**config.mk**
```make
export PLATFORM = sky130hd
export DESIGN_NAME = fixed_block_pool_allocator_core_flat
export DESIGN_NICKNAME = d
export VERILOG_FILES = /design/src/rtl/fbpa_pkg.sv /design/src/rtl/fbpa_if.sv /design/src/rtl/fixed_block_pool_allocator_core.sv /design/src/rtl/fbpa_div.sv /design/src/rtl/fbpa_ctrl.sv /design/src/flat_wrapper.sv
export SDC_FILE = /design/constraint.sdc
export NUM_CORES = 1
export LEC_CHECK = 0
export BUFFER_PORTS_ARGS = -buffer_cell sky130_fd_sc_hd__buf_2
export CAP_MARGIN = 20
export CORE_UTILIZATION = 41
export CTS_CLUSTER_SIZE = 25
export DETAILED_ROUTE_END_ITERATION = 8
export SLEW_MARGIN = 10
export SYNTH_ARGS = -nofsm -noshare
export SYNTH_HDL_FRONTEND = slang
export SYNTH_SLANG_ARGS = --single-unit
```
**constraint.sdc**
```tcl
create_clock -name clk_i -period 6.1 [get_ports clk_i]
set_clock_uncertainty 0.15 [all_clocks]
set_input_delay 0 -clock clk_i [delete_from_list [all_inputs] [get_ports clk_i]]
set_output_delay 0 -clock clk_i [all_outputs]
set_load 0.05 [all_outputs]
```
**src/rtl/fbpa_pkg.sv**
```systemverilog
// ----------------------------------------------------------------------------
// fbpa_pkg
// shared constants, codes and structs of the fixed block pool allocator
// ----------------------------------------------------------------------------
package fbpa_pkg;

  localparam int unsigned POOL_DEPTH  = 64;
  localparam int unsigned SLOT_W      = $clog2(POOL_DEPTH);
  localparam int unsigned COUNT_W     = $clog2(POOL_DEPTH + 1);
  localparam int unsigned ADDR_W      = 32;
  localparam int unsigned IDX_W       = 6;
  localparam int unsigned ITEM_W      = 13;
  localparam int unsigned CFG_COUNT_W = 7;
  localparam int unsigned SIZE_W      = ITEM_W + 1;
  localparam int unsigned PROD_W      = SLOT_W + SIZE_W;
  localparam int unsigned CFG_IDX_W   = 2;
  localparam int unsigned CFG_DATA_W  = 32;
  localparam int unsigned ITEM_RESET  = 4;

  typedef enum logic [1:0] {
    REQ_ALLOC      = 2'd0,
    REQ_FREE       = 2'd1,
    REQ_ADDR_OF_IX = 2'd2,
    REQ_IX_OF_ADDR = 2'd3
  } req_e;

  typedef enum logic [2:0] {
    ST_OK            = 3'd0,
    ST_NONE_FREE     = 3'd1,
    ST_NULL          = 3'd2,
    ST_BELOW_BASE    = 3'd3,
    ST_MISALIGNED    = 3'd4,
    ST_BEYOND_END    = 3'd5,
    ST_NOT_ALLOCATED = 3'd6
  } status_e;

  typedef enum logic [CFG_IDX_W-1:0] {
    CFG_POOL_BASE  = 2'd0,
    CFG_ITEM_SIZE  = 2'd1,
    CFG_POOL_COUNT = 2'd2
  } cfg_idx_e;

  typedef struct packed {
    req_e              req_type;
    logic [ADDR_W-1:0] address;
    logic [IDX_W-1:0]  index;
  } req_t;

  typedef struct packed {
    status_e           status;
    logic [ADDR_W-1:0] block_address;
    logic [IDX_W-1:0]  block_index;
  } rsp_t;

  // effective pool geometry
  typedef struct packed {
    logic [ADDR_W-1:0]  base;
    logic [SIZE_W-1:0]  size;
    logic [COUNT_W-1:0] count;
  } cfg_t;

  typedef struct packed {
    logic              start;
    logic [ADDR_W-1:0] dividend;
    logic [SIZE_W-1:0] divisor;
  } div_cmd_t;

  typedef struct packed {
    logic              done;
    logic [ADDR_W-1:0] quot;
    logic [SIZE_W-1:0] rem;
  } div_res_t;

endpackage

```
**src/rtl/fbpa_if.sv**
```systemverilog
// ----------------------------------------------------------------------------
// fbpa channel interfaces
// request, response and register write channels with valid/ready
// ----------------------------------------------------------------------------
interface fbpa_req_if;
  import fbpa_pkg::*;
  logic                 valid;
  logic                 ready;
  logic [1:0]           req_type;
  logic [ADDR_W-1:0]    address;
  logic [IDX_W-1:0]     index;

  modport source (output valid, req_type, address, index, input ready);
  modport sink (input valid, req_type, address, index, output ready);
endinterface

interface fbpa_rsp_if;
  import fbpa_pkg::*;
  logic                 valid;
  logic                 ready;
  logic [2:0]           status;
  logic [ADDR_W-1:0]    block_address;
  logic [IDX_W-1:0]     block_index;

  modport source (output valid, status, block_address, block_index, input ready);
  modport sink (input valid, status, block_address, block_index, output ready);
endinterface

interface fbpa_cfg_if;
  import fbpa_pkg::*;
  logic                  valid;
  logic                  ready;
  logic [CFG_IDX_W-1:0]  reg_index;
  logic [CFG_DATA_W-1:0] wdata;

  modport source (output valid, reg_index, wdata, input ready);
  modport sink (input valid, reg_index, wdata, output ready);
endinterface

```
**src/rtl/fixed_block_pool_allocator_core.sv**
```systemverilog
// ----------------------------------------------------------------------------
// fixed_block_pool_allocator_core
// fixed-size block pool: allocate, free and slot/address lookups
// ----------------------------------------------------------------------------
//
//   channel | dir | beat carries
//   --------+-----+--------------------------------------------------
//   req     | in  | req_type, address, index
//   rsp     | out | status, block_address, block_index
//   cfg     | in  | reg_index, wdata (pool_base, item_size, pool_count)
//
// allocate: the one-slot-a-cycle mark scan takes the first free slot it meets
//   and reports none free once it has passed every slot of the pool count
// free and index of address: the quotient comes from the 32-step divider
// address of index: a mark lookup; null or below-base rejects skip division
// reset clears all used marks at once, no sweep; cfg is always ready
// a finished beat sits in the response register, so the next request is
//   taken while the previous response still waits on rsp.ready; a second
//   finished beat holds in the result state until that register frees up
//
module fixed_block_pool_allocator_core (
  input  logic      clk_i,
  input  logic      rst_ni,
  fbpa_req_if.sink  req,
  fbpa_rsp_if.source rsp,
  fbpa_cfg_if.sink  cfg
);
  import fbpa_pkg::*;

  // raw register values as written
  logic [ADDR_W-1:0]      pool_base_q;
  logic [ITEM_W-1:0]      item_size_q;
  logic [CFG_COUNT_W-1:0] pool_count_q;

  logic [SIZE_W-1:0] size_sum;
  logic [SIZE_W-1:0] size_round;
  cfg_t              cfg_eff;
  req_t              req_pl;
  rsp_t              rsp_pl;
  div_cmd_t          div_cmd;
  div_res_t          div_res;

  // register writes land whenever the write beat completes
  assign cfg.ready = 1'b1;

  always_ff @(posedge clk_i or negedge rst_ni) begin
    if (!rst_ni) begin
      pool_base_q  <= '0;
      item_size_q  <= ITEM_W'(ITEM_RESET);
      pool_count_q <= CFG_COUNT_W'(POOL_DEPTH);
    end else if (cfg.valid) begin
      case (cfg_idx_e'(cfg.reg_index))
        CFG_POOL_BASE:  pool_base_q  <= cfg.wdata[ADDR_W-1:0];
        CFG_ITEM_SIZE:  item_size_q  <= cfg.wdata[ITEM_W-1:0];
        CFG_POOL_COUNT: pool_count_q <= cfg.wdata[CFG_COUNT_W-1:0];
        default: ;  // writes beyond the register list are dropped
      endcase
    end
  end

  // block size rounded up to a multiple of four; zero size acts as four
  assign size_sum   = SIZE_W'(item_size_q) + SIZE_W'(3);
  assign size_round = {size_sum[SIZE_W-1:2], 2'b00};

  always_comb begin
    cfg_eff.base = pool_base_q;
    cfg_eff.size = (size_round == '0) ? SIZE_W'(4) : size_round;
    // slot count saturates at the pool depth
    if (32'(pool_count_q) > 32'(POOL_DEPTH)) begin
      cfg_eff.count = COUNT_W'(POOL_DEPTH);
    end else begin
      cfg_eff.count = COUNT_W'(pool_count_q);
    end
  end

  // request beat into the sequencer
  assign req_pl.req_type = req_e'(req.req_type);
  assign req_pl.address  = req.address;
  assign req_pl.index    = req.index;

  fbpa_ctrl u_ctrl (
    .clk_i       (clk_i),
    .rst_ni      (rst_ni),
    .req_valid_i (req.valid),
    .req_ready_o (req.ready),
    .req_i       (req_pl),
    .cfg_i       (cfg_eff),
    .rsp_valid_o (rsp.valid),
    .rsp_ready_i (rsp.ready),
    .rsp_o       (rsp_pl),
    .div_cmd_o   (div_cmd),
    .div_res_i   (div_res)
  );

  // shared divider: offset from base over block size
  fbpa_div u_div (
    .clk_i  (clk_i),
    .rst_ni (rst_ni),
    .cmd_i  (div_cmd),
    .res_o  (div_res)
  );

  assign rsp.status        = rsp_pl.status;
  assign rsp.block_address = rsp_pl.block_address;
  assign rsp.block_index   = rsp_pl.block_index;

endmodule

```
**src/rtl/fbpa_div.sv**
```systemverilog
// ----------------------------------------------------------------------------
// fbpa_div
// restoring divider, one quotient bit per cycle, offset over block size
// ----------------------------------------------------------------------------
module fbpa_div (
  input  logic                clk_i,
  input  logic                rst_ni,
  input  fbpa_pkg::div_cmd_t  cmd_i,
  output fbpa_pkg::div_res_t  res_o
);
  import fbpa_pkg::*;

  localparam int unsigned CNT_W = $clog2(ADDR_W);

  logic              active_q, active_d;
  logic              done_q, done_d;
  logic [CNT_W-1:0]  cnt_q, cnt_d;
  logic [ADDR_W-1:0] dvd_q, dvd_d;
  logic [SIZE_W-1:0] rem_q, rem_d;
  logic [SIZE_W-1:0] dvs_q, dvs_d;
  logic [SIZE_W:0]   trial;
  logic [SIZE_W:0]   diff;
  logic              fits;

  assign trial = {rem_q, dvd_q[ADDR_W-1]};
  assign diff  = trial - {1'b0, dvs_q};
  assign fits  = trial >= {1'b0, dvs_q};

  always_comb begin
    active_d = active_q;
    done_d   = 1'b0;
    cnt_d    = cnt_q;
    dvd_d    = dvd_q;
    rem_d    = rem_q;
    dvs_d    = dvs_q;
    if (cmd_i.start) begin
      active_d = 1'b1;
      cnt_d    = CNT_W'(ADDR_W - 1);
      dvd_d    = cmd_i.dividend;
      rem_d    = '0;
      dvs_d    = cmd_i.divisor;
    end else if (active_q) begin
      // shift next dividend bit in, quotient bit fills from the bottom
      rem_d = fits ? diff[SIZE_W-1:0] : trial[SIZE_W-1:0];
      dvd_d = {dvd_q[ADDR_W-2:0], fits};
      cnt_d = cnt_q - CNT_W'(1);
      if (cnt_q == '0) begin
        active_d = 1'b0;
        done_d   = 1'b1;
      end
    end
  end

  always_ff @(posedge clk_i or negedge rst_ni) begin
    if (!rst_ni) begin
      active_q <= 1'b0;
      done_q   <= 1'b0;
      cnt_q    <= '0;
    end else begin
      active_q <= active_d;
      done_q   <= done_d;
      cnt_q    <= cnt_d;
    end
  end

  always_ff @(posedge clk_i) begin
    dvd_q <= dvd_d;
    rem_q <= rem_d;
    dvs_q <= dvs_d;
  end

  assign res_o.done = done_q;
  assign res_o.quot = dvd_q;
  assign res_o.rem  = rem_q;

endmodule

```
**src/rtl/fbpa_ctrl.sv**
```systemverilog
// ----------------------------------------------------------------------------
// fbpa_ctrl
// request sequencer, used marks, slot scan and response register
// ----------------------------------------------------------------------------
module fbpa_ctrl (
  input  logic                clk_i,
  input  logic                rst_ni,
  input  logic                req_valid_i,
  output logic                req_ready_o,
  input  fbpa_pkg::req_t      req_i,
  input  fbpa_pkg::cfg_t      cfg_i,
  output logic                rsp_valid_o,
  input  logic                rsp_ready_i,
  output fbpa_pkg::rsp_t      rsp_o,
  output fbpa_pkg::div_cmd_t  div_cmd_o,
  input  fbpa_pkg::div_res_t  div_res_i
);
  import fbpa_pkg::*;

  typedef enum logic [4:0] {
    S_IDLE   = 5'b00001,
    S_SCAN   = 5'b00010,
    S_LOOKUP = 5'b00100,
    S_DIV    = 5'b01000,
    S_RESULT = 5'b10000
  } state_e;

  state_e              state_q, state_d;
  req_e                type_q, type_d;
  logic [IDX_W-1:0]    idx_q, idx_d;
  logic [SLOT_W-1:0]   slot_q, slot_d;
  logic [COUNT_W-1:0]  scan_cnt_q, scan_cnt_d;
  logic [SLOT_W-1:0]   search_q, search_d;
  logic [POOL_DEPTH-1:0] marks_q, marks_d;
  status_e             res_status_q, res_status_d;
  logic [SLOT_W-1:0]   res_slot_q, res_slot_d;
  logic                rsp_valid_q, rsp_valid_d;
  rsp_t                rsp_q, rsp_d;

  logic                accept;
  logic                below;
  logic [ADDR_W-1:0]   offset;
  logic [SLOT_W-1:0]   start_slot;
  logic [SLOT_W-1:0]   rd_slot;
  logic                rd_mark;
  logic [COUNT_W-1:0]  slot_inc;
  logic                idx_beyond;
  logic                quot_beyond;
  logic [SLOT_W-1:0]   quot_slot;
  logic [PROD_W-1:0]   prod;
  logic [ADDR_W-1:0]   slot_addr;
  logic                with_addr;

  assign req_ready_o = (state_q == S_IDLE);
  assign accept      = req_valid_i && req_ready_o;
  assign below       = req_i.address < cfg_i.base;
  assign offset      = req_i.address - cfg_i.base;
  assign start_slot  = ({1'b0, search_q} < cfg_i.count) ? search_q : '0;
  assign rd_slot     = (state_q == S_LOOKUP) ? SLOT_W'(idx_q) : slot_q;
  assign rd_mark     = marks_q[rd_slot];
  assign slot_inc    = COUNT_W'(slot_q) + COUNT_W'(1);
  assign idx_beyond  = 32'(idx_q) >= 32'(cfg_i.count);
  assign quot_beyond = div_res_i.quot >= ADDR_W'(cfg_i.count);
  assign quot_slot   = div_res_i.quot[SLOT_W-1:0];

  assign prod      = PROD_W'(res_slot_q) * PROD_W'(cfg_i.size);
  assign slot_addr = cfg_i.base + ADDR_W'(prod);
  assign with_addr = (res_status_q == ST_OK) &&
                     ((type_q == REQ_ALLOC) || (type_q == REQ_ADDR_OF_IX));

  assign div_cmd_o.start    = accept && (req_i.req_type == REQ_IX_OF_ADDR ||
                              (req_i.req_type == REQ_FREE && req_i.address != '0)) && !below;
  assign div_cmd_o.dividend = offset;
  assign div_cmd_o.divisor  = cfg_i.size;

  always_comb begin
    state_d      = state_q;
    type_d       = type_q;
    idx_d        = idx_q;
    slot_d       = slot_q;
    scan_cnt_d   = scan_cnt_q;
    search_d     = search_q;
    marks_d      = marks_q;
    res_status_d = res_status_q;
    res_slot_d   = res_slot_q;
    rsp_valid_d  = rsp_valid_q;
    rsp_d        = rsp_q;

    if (rsp_valid_q && rsp_ready_i) begin
      rsp_valid_d = 1'b0;
    end

    case (state_q)
      S_IDLE: begin
        if (accept) begin
          type_d     = req_i.req_type;
          idx_d      = req_i.index;
          res_slot_d = '0;
          case (req_i.req_type)
            REQ_ALLOC: begin
              slot_d     = start_slot;
              scan_cnt_d = '0;
              state_d    = S_SCAN;
            end
            REQ_FREE: begin
              if (req_i.address == '0) begin
                res_status_d = ST_NULL;
                state_d      = S_RESULT;
              end else if (below) begin
                res_status_d = ST_BELOW_BASE;
                state_d      = S_RESULT;
              end else begin
                state_d = S_DIV;
              end
            end
            REQ_ADDR_OF_IX: begin
              state_d = S_LOOKUP;
            end
            default: begin
              if (below) begin
                res_status_d = ST_BELOW_BASE;
                state_d      = S_RESULT;
              end else begin
                state_d = S_DIV;
              end
            end
          endcase
        end
      end
      S_SCAN: begin
        // one slot a cycle, wrapping at the count
        if (scan_cnt_q == cfg_i.count) begin
          res_status_d = ST_NONE_FREE;
          state_d      = S_RESULT;
        end else if (!rd_mark) begin
          marks_d[slot_q] = 1'b1;
          search_d        = slot_q;
          res_status_d    = ST_OK;
          res_slot_d      = slot_q;
          state_d         = S_RESULT;
        end else begin
          slot_d     = (slot_inc == cfg_i.count) ? '0 : slot_inc[SLOT_W-1:0];
          scan_cnt_d = scan_cnt_q + COUNT_W'(1);
        end
      end
      S_LOOKUP: begin
        if (idx_beyond) begin
          res_status_d = ST_BEYOND_END;
        end else if (!rd_mark) begin
          res_status_d = ST_NOT_ALLOCATED;
        end else begin
          res_status_d = ST_OK;
          res_slot_d   = SLOT_W'(idx_q);
        end
        state_d = S_RESULT;
      end
      S_DIV: begin
        if (div_res_i.done) begin
          if (type_q == REQ_FREE && div_res_i.rem != '0) begin
            res_status_d = ST_MISALIGNED;
          end else if (quot_beyond) begin
            res_status_d = ST_BEYOND_END;
          end else begin
            res_status_d = ST_OK;
            res_slot_d   = quot_slot;
            if (type_q == REQ_FREE) begin
              marks_d[quot_slot] = 1'b0;
            end
          end
          state_d = S_RESULT;
        end
      end
      S_RESULT: begin
        if (!rsp_valid_q || rsp_ready_i) begin
          rsp_valid_d         = 1'b1;
          rsp_d.status        = res_status_q;
          rsp_d.block_address = with_addr ? slot_addr : '0;
          rsp_d.block_index   = (res_status_q == ST_OK) ? IDX_W'(res_slot_q) : '0;
          state_d             = S_IDLE;
        end
      end
      default: begin
        state_d = S_IDLE;
      end
    endcase
  end

  always_ff @(posedge clk_i or negedge rst_ni) begin
    if (!rst_ni) begin
      state_q     <= S_IDLE;
      search_q    <= '0;
      marks_q     <= '0;
      rsp_valid_q <= 1'b0;
    end else begin
      state_q     <= state_d;
      search_q    <= search_d;
      marks_q     <= marks_d;
      rsp_valid_q <= rsp_valid_d;
    end
  end

  always_ff @(posedge clk_i) begin
    type_q       <= type_d;
    idx_q        <= idx_d;
    slot_q       <= slot_d;
    scan_cnt_q   <= scan_cnt_d;
    res_status_q <= res_status_d;
    res_slot_q   <= res_slot_d;
    rsp_q        <= rsp_d;
  end

  assign rsp_valid_o = rsp_valid_q;
  assign rsp_o       = rsp_q;

endmodule
```
**src/flat_wrapper.sv**
```systemverilog
// flat-port wrapper written by rule: the top's interface ports become plain ports
module fixed_block_pool_allocator_core_flat import fbpa_pkg::*;
  (clk_i, rst_ni, req_valid, req_req_type, req_address, req_index, req_ready, rsp_valid, rsp_status, rsp_block_address, rsp_block_index, rsp_ready, cfg_valid, cfg_reg_index, cfg_wdata, cfg_ready);
  fbpa_req_if req_i ();
  fbpa_rsp_if rsp_i ();
  fbpa_cfg_if cfg_i ();
  input  logic clk_i;
  input  logic rst_ni;
  input wire logic [$bits(req_i.valid)-1:0] req_valid;
  input wire logic [$bits(req_i.req_type)-1:0] req_req_type;
  input wire logic [$bits(req_i.address)-1:0] req_address;
  input wire logic [$bits(req_i.index)-1:0] req_index;
  output wire logic [$bits(req_i.ready)-1:0] req_ready;
  output wire logic [$bits(rsp_i.valid)-1:0] rsp_valid;
  output wire logic [$bits(rsp_i.status)-1:0] rsp_status;
  output wire logic [$bits(rsp_i.block_address)-1:0] rsp_block_address;
  output wire logic [$bits(rsp_i.block_index)-1:0] rsp_block_index;
  input wire logic [$bits(rsp_i.ready)-1:0] rsp_ready;
  input wire logic [$bits(cfg_i.valid)-1:0] cfg_valid;
  input wire logic [$bits(cfg_i.reg_index)-1:0] cfg_reg_index;
  input wire logic [$bits(cfg_i.wdata)-1:0] cfg_wdata;
  output wire logic [$bits(cfg_i.ready)-1:0] cfg_ready;
  assign req_i.valid = req_valid;
  assign req_i.req_type = req_req_type;
  assign req_i.address = req_address;
  assign req_i.index = req_index;
  assign req_ready = req_i.ready;
  assign rsp_valid = rsp_i.valid;
  assign rsp_status = rsp_i.status;
  assign rsp_block_address = rsp_i.block_address;
  assign rsp_block_index = rsp_i.block_index;
  assign rsp_i.ready = rsp_ready;
  assign cfg_i.valid = cfg_valid;
  assign cfg_i.reg_index = cfg_reg_index;
  assign cfg_i.wdata = cfg_wdata;
  assign cfg_ready = cfg_i.ready;
  fixed_block_pool_allocator_core u_core (.clk_i(clk_i), .rst_ni(rst_ni), .req(req_i), .rsp(rsp_i), .cfg(cfg_i));
endmodule
```
==> impl_metrics.tcl <==
set metrics [dict create \
    outcome "completed" \
    vdd_ir_drop_max_v 0.000924 \
    ant_nets 0 \
    overflow 0 \
    clock_latency_ps 540 \
    syn_nets 2124 \
    clk_path_buf_depth 3 \
    synth-edff-count 115 \
    critPathRequiredTime_ps 6240 \
    post-dp-hpwl_um 40600 \
    grt_pass1_wl_um 88100 \
    cts_htree_levels 2 \
    mostFrequentLayoutCells "nand2_1, inv_1, a21oi_1" \
    drv_cap 0 \
    synth.cell_area_um2 18200 \
    diodes 0 \
    slew_headroom_pct 26.0 \
    powerDensity_nw_per_um2 562 \
    grt_max_degree 74 \
    grt_usage_pct 25.5 \
    tightest_slew_ps 1100 \
    drive_gt1_share_pct 15.7 \
    fin_util_pct 50.7 \
    ys_seq_area_share_pct 39.1 \
    grt_antenna_before_repair 0 \
    start_util_pct 41.9 \
    drt_iter0_markers 1178 \
    rows 76 \
    fin_crit_sh_pct 98.3 \
    die-area_um2 45200 \
    seqPwrFrac_pct 23.3 \
    wl_um 57400 \
    drc_errors 0 \
    globalplace.congestion 0.923 \
    tritoncts "yes" \
    crit_type "flop to flop" \
    comb_power_share_pct 60.4 \
    multi_input_area_um2 10300 \
    drv_slew 0 \
    whs_ps 16.7 \
    seq_area_um2 7120 \
    cp.arrival_ps 6140 \
    setup_violations 0 \
    dieWidth_um 213 \
    finalCriticalPeriod_ps 6000 \
    switching_share_pct 44.5 \
    routedWlPerCell_um 21.0 \
    clk_pin_slew_worst_paths_ps 60 \
    p_switching_w 0.00550 \
    placed_area_um2 19600 \
    drt_pass1_iterations 7 \
    p_leak_nw 9.52 \
    ys_ff_latch 264 \
    viasPerCell 5.81 \
    critPathLaunchType "flop" \
    fillers 4020 \
    area_delta_synth_final_pct 21.0 \
    cts_root_buffer "clkbuf_16" \
    syn_inst 1886 \
    r2r_setup_slack_ps 100 \
    core_area_um2 43400 \
    ys.flop_type "dfrtp_1" \
    grt_pass1_vias 15400 \
    power.share.clock_pct 16.4 \
    die_y_um 213 \
    ys_types 99 \
    fmax_mhz 167 \
    async_flop_share_pct 51.1 \
    num_vias 15900 \
    cp_max_fo 5 \
    hold_class "primary input to flop" \
    final_common_cell "nand2_1" \
    hold_violations 0 \
    io_pins 123 \
    final_area_um2 22000 \
    clock-sinks 264 \
    cts_buffers 34 \
    p_int_w 0.00686 \
    critPathCaptureType "flop" \
    portBuffers 121 \
    yosysWarnings 0 \
    final_nets 2364 \
    postSynthAreaPerCell_um2 9.64 \
]
cell usage after synthesis (42+ instances only):
cell type	n	share of area, %
edfxtp_1	115	19
nand2_1	163	3.4
and2_1	46	1.6
inv_1	154	3.2
clkbuf_1	48	0.99
dfrtp_1	132	18
a21oi_1	153	4.2
nor2b_1	55	1.9
o21ai_0	104	2.9
nor2_1	108	2.2
fa_1	58	6.4
nand3_1	54	1.5
ha_1	101	7.0
a21o_1	42	1.7
logic make-up (layout without fill, tap and decap cells):
| logic type | Yosys count | in the layout | share of synthesized area [%] |
|---|---|---|---|
| mux | 48 | 48 | 2.85 |
| flops | 264 | 264 | 39.1 |
| xor+xnor | 68 | 68 | 3.28 |
| simple gates | 609 | 609 | 17.8 |
| buf+inv | 233 | 496 | 5.17 |
| fa+ha+maj | 159 | 159 | 13.3 |
| other cells | 1 | 1 | 0.0206 |
| compound gates | 504 | 505 | 18.4 |
registers in the layout, indices dropped and copies added, names as in the netlist, 7 cells and up:
register and flops:
u_core.u_ctrl.marks_q 64, u_core.item_size_q 13, u_core.u_div.dvs_q 12, u_core.pool_base_q 32
u_core.u_div.rem_q 14, u_core.u_ctrl.scan_cnt_q 7, u_core.u_ctrl.rsp_o 41, u_core.pool_count_q 7
u_core.u_div.dvd_q 32
routing by layer:
metal	global-route usage, %	up-vias	routed length, um
met5	0	-	0
met4	11.4	0	2340
met3	3.66	142	3640
met2	39.4	620	26000
met1	35.4	7834	25400
li1	-	7299	-
cell type report:
class                   instances  area share [%]
multi-input cells            1390            47.0
flip-flops and latches        264            32.3
repair buffers                282            9.63
clock buffers                  51            4.62
well taps                     585            3.33
inverters                     154            2.63
clock inverters                 9           0.455
per-stage QoR:
stage | instances | power (W) | setup TNS [ps] | setup slack, ps
2_1_floorplan | 1886 | 0.00786 | 0 | 16.9
3_3_place_gp | 2565 | 0.00963 | -31.3 | -31.3
3_5_place_dp | 2565 | 0.00972 | -1190 | -166
4_1_cts | 2729 | 0.0120 | 0 | 56.4
5_1_grt | 2735 | 0.0133 | -1430 | -186
6_report | 2735 | 0.0124 | 0 | 101
power by group through the flow:
stage / Sequential (W) / Clock (W) / Combinational (W)
floorplan: 0.00271 / 0 / 0.00514
CTS: 0.00286 / 0.00208 / 0.00707
detailed placement: 0.00289 / 0 / 0.00684
global route: 0.00292 / 0.00214 / 0.00826
finish: 0.00287 / 0.00203 / 0.00746
global placement: 0.00288 / 0 / 0.00675
worst max-delay path, stage by stage, from the launching register on:
cell	delay, ps
dfstp_2	540
o21a_1	150
nand3_2	110
nor2_2	160
nand3_2	130
nor2_4	170
nand3_1	140
xor2_1	230
buf_4	180
nor2b_2	50
fa_1	470
fa_1	550
fa_1	440
fa_1	470
ha_1	310
a21o_1	190
a21o_1	180
a21o_1	200
and3_1	220
a21oi_2	160
nand3_2	110
o211ai_1	200
or3_1	190
a21oi_2	50
final timing paths:
kind                                                  startpoint                                    end  cells after the start
min in group asynchronous                                 rst_ni  u_core.u_ctrl.marks_q[39]$_DFFE_PN0P_                      4
max                            u_core.item_size_q[2]$_DFFE_PN1P_  u_core.u_ctrl.rsp_o[30]$_SDFFCE_PN0P_                     23
max in group asynchronous                                 rst_ni     u_core.pool_base_q[23]$_DFFE_PN0P_                      4
max reg2reg                    u_core.item_size_q[2]$_DFFE_PN1P_  u_core.u_ctrl.rsp_o[30]$_SDFFCE_PN0P_                     23
min reg2reg                u_core.u_ctrl.marks_q[24]$_DFFE_PN0P_  u_core.u_ctrl.marks_q[24]$_DFFE_PN0P_                      2
min                                                 req_index[1]       u_core.u_ctrl.idx_q[1]$_DFFE_PP_                      2
repair_timing:
item,in CTS,in global routing
endpoints found under the hold margin,156,0
pin swaps,1,27
setup endpoints to repair,11,16
cloned,1,0
hold buffers,103,0
resized for setup,5,29
buffers inserted,0,4
No activity file was read; power rests on OpenSTA's default activity.
